File: config.mk
export PLATFORM = sky130hd
export DESIGN_NAME = rstri_div
export DESIGN_NICKNAME = d
export VERILOG_FILES = /design/src/rtl/rstri_pkg.sv /design/src/rtl/rstri_div.sv
export SDC_FILE = /design/constraint.sdc
export NUM_CORES = 2
export LEC_CHECK = 0
export ABC_CLOCK_PERIOD_IN_PS = 10650
export BUFFER_PORTS_ARGS = -buffer_cell sky130_fd_sc_hd__buf_4
export CORE_ASPECT_RATIO = 0.6
export CORE_MARGIN = 4
export CORE_UTILIZATION = 60
export DETAILED_ROUTE_END_ITERATION = 16
export PLACE_DENSITY = 0.75
export SETUP_SLACK_MARGIN = 0.15
export SYNTH_ARGS = -nofsm -noshare
export SYNTH_HDL_FRONTEND = slang
export SYNTH_SLANG_ARGS = --single-unit
File: constraint.sdc
create_clock -name clk -period 10.65 [get_ports clk]
set_input_delay 2.13 -clock clk [delete_from_list [all_inputs] [get_ports clk]]
set_output_delay 2.13 -clock clk [all_outputs]
set_load 0.1 [all_outputs]
File: src/rtl/rstri_pkg.sv
// Shared widths, register codes and pipeline depths for the stereo triangulator.
package rstri_pkg;

	// Field widths.
	localparam int PIX_W     = 16;   // Q12.4 pixel coordinate
	localparam int BASE_W    = 20;   // Q4.16 baseline
	localparam int PROD_W    = PIX_W + BASE_W;   // magnitude of a numerator
	localparam int NUM_W     = PROD_W + 2;       // 2*|num| + d, rounding folded in
	localparam int DEN_W     = PIX_W + 1;        // 2*d
	localparam int COORD_W   = 32;
	localparam int DEPTH_W   = 31;

	// Stream and configuration port widths.
	localparam int IN_DATA_W  = 48;
	localparam int OUT_DATA_W = 96;
	localparam int OUT_USER_W = 2;
	localparam int CFG_IDX_W  = 8;
	localparam int CFG_DATA_W = 32;

	// Divider pipeline: quotient bits resolved per stage and stage count.
	localparam int DIV_STEP   = 2;
	localparam int DIV_STAGES = NUM_W / DIV_STEP;

	// Front stages (prepare, multiply, form dividend), divider, output register.
	localparam int NUM_STAGES = 3 + DIV_STAGES + 1;

	// Configuration register indexes.
	typedef enum logic [CFG_IDX_W-1:0] {
		REG_FOCAL    = 8'd0,
		REG_BASELINE = 8'd1,
		REG_CENTER_U = 8'd2,
		REG_CENTER_V = 8'd3
	} cfg_reg_t;

endpackage

File: src/rtl/rstri_div.sv
// Pipelined restoring divider lane: unsigned dividend over unsigned divisor.
module rstri_div (
	input  logic                                clk,
	input  logic [rstri_pkg::DIV_STAGES-1:0]    en,
	input  logic [rstri_pkg::NUM_W-1:0]         num,
	input  logic [rstri_pkg::DEN_W-1:0]         den,
	input  logic                                neg,
	output logic [rstri_pkg::NUM_W-1:0]         quo,
	output logic                                neg_out
);
	import rstri_pkg::*;

	// Per stage: partial remainder, dividend/quotient shift word, divisor, sign.
	logic [DEN_W-1:0] rem_s  [DIV_STAGES];
	logic [NUM_W-1:0] word_s [DIV_STAGES];
	logic [DEN_W-1:0] den_s  [DIV_STAGES];
	logic             neg_s  [DIV_STAGES];

	for (genvar j = 0; j < DIV_STAGES; j++) begin : g_stage
		logic [DEN_W-1:0] rem_in;
		logic [NUM_W-1:0] word_in;
		logic [DEN_W-1:0] den_in;
		logic             neg_in;
		logic [DEN_W-1:0] rem_nx;
		logic [NUM_W-1:0] word_nx;

		// Take the previous stage, or the lane inputs at the first stage.
		if (j == 0) begin : g_first
			assign rem_in  = '0;
			assign word_in = num;
			assign den_in  = den;
			assign neg_in  = neg;
		end else begin : g_next
			assign rem_in  = rem_s[j-1];
			assign word_in = word_s[j-1];
			assign den_in  = den_s[j-1];
			assign neg_in  = neg_s[j-1];
		end

		// Resolve DIV_STEP quotient bits: shift in a dividend bit, trial subtract.
		always_comb begin
			logic [DEN_W+1:0] trial;
			rem_nx  = rem_in;
			word_nx = word_in;
			for (int k = 0; k < DIV_STEP; k++) begin
				trial = {1'b0, rem_nx, word_nx[NUM_W-1]} - {2'b00, den_in};
				if (!trial[DEN_W+1]) begin
					rem_nx  = trial[DEN_W-1:0];
					word_nx = {word_nx[NUM_W-2:0], 1'b1};
				end else begin
					rem_nx  = {rem_nx[DEN_W-2:0], word_nx[NUM_W-1]};
					word_nx = {word_nx[NUM_W-2:0], 1'b0};
				end
			end
		end

		always_ff @(posedge clk) begin
			if (en[j]) begin
				rem_s[j]  <= rem_nx;
				word_s[j] <= word_nx;
				den_s[j]  <= den_in;
				neg_s[j]  <= neg_in;
			end
		end
	end

	// After the last stage the shift word holds the quotient.
	assign quo     = word_s[DIV_STAGES-1];
	assign neg_out = neg_s[DIV_STAGES-1];

endmodule

==> results.yml <==
outcome:
  outcome: "finished clean"
critical_path:
  timing.rr.start: "den_s[7][0]$_DFFE_PP_"
  critical_path_arrival_ns: 7.58
  path_cells: "ha_1 > inv_1 > fa_1 > a21oi_1 > o211ai_1 > a2111oi_2 > o32a_1 > a21oi_1 > nor3_4 > inv_2 > mux2_2 > ha_1 > a2111oi_2 > o211ai_1 > a221oi_2 > o21ai_1 > o31ai_2 > a21oi_2 > a211oi_4 > buf_4 > inv_2 > mux2_1"
  cp_data_required_time_ns: 11.13
  cp_slowest_cell: "edfxtp_1"
  crit_family: "compound AO/OA/AOI/OAI gates"
  r2r-end: "rem_s[8][13]$_DFFE_PP_"
  cp-endpoint: "rem_s[8][13]$_DFFE_PP_"
  crit_path_start_kind: "register"
  critical_path_depth: 22
  critical_path_class: "reg2reg"
  path_max_fanout: 25
  r2r_slack_ns: 3.55
  slowest_delay_ns: 0.63
  ff2ff_path_depth: 22
  critPathLaunch: "den_s[7][0]$_DFFE_PP_"
  endpoint_kind: "register"
  critPathBufInv: 4
sta:
  tightest_slew_ns: 1.20
  relSlewSlack: 0.203
  finalSetupTns_ns: 0
  min_period_ns: 7.10
  fin_hold_ws_ns: 0.399
  fin_ws_ns: 3.55
  max_freq_mhz: 141
  final.setup_skew_ns: 0.0342
  drv_slew: 0
  min_period_over_period: 0.666
  rsz0062_at_grt: "no"
  setup_viol: 0
  hold_violations: 0
drt:
  drc_errors: 0
  viasPerCell: 5.89
  ant_nets: 0
  wl_met1_um: 81000
  dr.pass1.iters: 6
  top_layer: "met4"
  drt-total-wl_um: 157000
  drt_iter0_markers: 4310
  routedWlPerCell_um: 19.3
  met3_wirelength_um: 10200
  dr_total_vias: 47759
  dr_wl_met2_um: 63400
global_routing:
  grt_overflow: 0
  grt_first_pass_wirelength_um: 251000
  antenna_found_initial: 2
  grt_max_degree: 74
  track_usage: 0.238
  grt_pass1_vias: 45718
floorplan:
  die_area_um2: 131000
  start_util: 0.605
  fp.dieW_um: 465
  die_h_um: 282
  coreArea_um2: 124000
  num_io_pins: 115
  num_rows: 100
clock_tree:
  cts.sinks: 1353
  clockRootBuffer: "clkbuf_16"
  cts_resized: 0
  clkTransAtPathRegs_ns: 0.07
  clock_path_buffers: 3
  cts_setup_buffers: 0
  insertion_delay_ns: 0.76
  tritoncts: "built"
  htree_levels: 4
  postCtsHoldBufs: 0
  cts_inserted_buffers: 132
cells_and_area:
  drive_gt1_frac: 0.129
  final_nets: 7060
  antenna_cells: 0
  stdcell_area_um2: 82400
  area_growth_pct: 9.71
place:
  placed_cell_area_um2: 78000
  place.gp.congestion: 0.891
  port_buffers: 114
  place_hpwl_um: 117000
  post-place-ws_ns: 3.73
logic_synthesis:
  syn_area_per_cell_um2: 12.3
  ys_warn_count: 0
  yosys_most_used_dff: "edfxtp_1"
  netlist_area_um2: 75100
  synth_seq_area_share: 0.541
  synthCells: 6103
  synth_top_area_frac: 0.541
  synth_edf_count: 1353
  yosysMostFrequentCell: "edfxtp_1"
  yosysTopAreaCell: "edfxtp_1"
  synth.area.top_cells: "edfxtp_1 (54%), ha_1 (10%), mux2_2 (4.8%), xnor2_1 (3.3%), a21oi_1 (2.7%)"
  async_flop_share: 0
  ys_ff_latch: 1353
  ys_types: 107
  synth_common_cells: "edfxtp_1 (1,353), ha_1 (630), inv_1 (511)"
run:
  cap_violations: 0
worst_hold_path:
  min_path_type: "reg2reg"
## cells by family after synthesis
group	Yosys count	synth area share
fa+ha+maj	666	0.115
other cells	1	0.0000499
xor+xnor	414	0.0483
simple gates	1255	0.0795
compound gates	1424	0.125
buf+inv	591	0.0310
mux	399	0.0610
flops	1353	0.541
## final cells by class
class	instances	area (um^2)
well taps	1683	2110
inverters	516	1940
clock inverters	88	933
flip-flops and latches	1353	40600
multi-input cells	4165	32200
repair buffers	150	1130
clock buffers	150	3480
fillers	9251	41700
## metrics by stage
step	utilization	cells
6_report	0.664	8105
3_3_place_gp	0.628	7867
4_1_cts	0.664	8105
5_1_grt	0.664	8105
2_1_floorplan	-	6109
3_5_place_dp	0.628	7867
## cell usage in the layout, fill, tap and decap left out, types with 116 or more instances in the layout
master	n
nand2_1	294
o21ai_0	285
a21oi_1	409
nor2_1	414
a21o_1	121
nor3_1	116
mux2_2	322
inv_1	511
clkbuf_16	137
xnor2_1	287
ha_1	630
xor2_1	127
edfxtp_1	1353
buf_4	150
## routing by layer
| metal | vias up | track usage |
|---|---|---|
| met1 | 22950 | 0.388 |
| met5 | - | 0 |
| met3 | 166 | 0.0402 |
| met4 | 0 | 0.0444 |
| li1 | 23259 | - |
| met2 | 1384 | 0.336 |
## state kept, by name, summed over array words and instances (netlist names)
register	count
den_s	306
neg_s	19
rem_s	306
word_s	722
## worst min-delay path by stage
stage | cells after the start | endpoint | slack (ns) | startpoint
floorplan | 0 | neg_s[10]$_DFFE_PP_ | 0.40 | neg_s[9]$_DFFE_PP_
global placement | 0 | word_s[7][13]$_DFFE_PP_ | 0.40 | word_s[6][11]$_DFFE_PP_
detailed placement | 0 | word_s[10][12]$_DFFE_PP_ | 0.40 | word_s[9][10]$_DFFE_PP_
CTS | 0 | word_s[9][18]$_DFFE_PP_ | 0.40 | word_s[8][16]$_DFFE_PP_
global route | 0 | word_s[10][21]$_DFFE_PP_ | 0.41 | word_s[9][19]$_DFFE_PP_
finish | 0 | word_s[10][11]$_DFFE_PP_ | 0.40 | word_s[9][9]$_DFFE_PP_
Power is left out: the tool's default activity adds up to more than one toggle a clock period on the data nets, which glitch-free logic cannot reach.
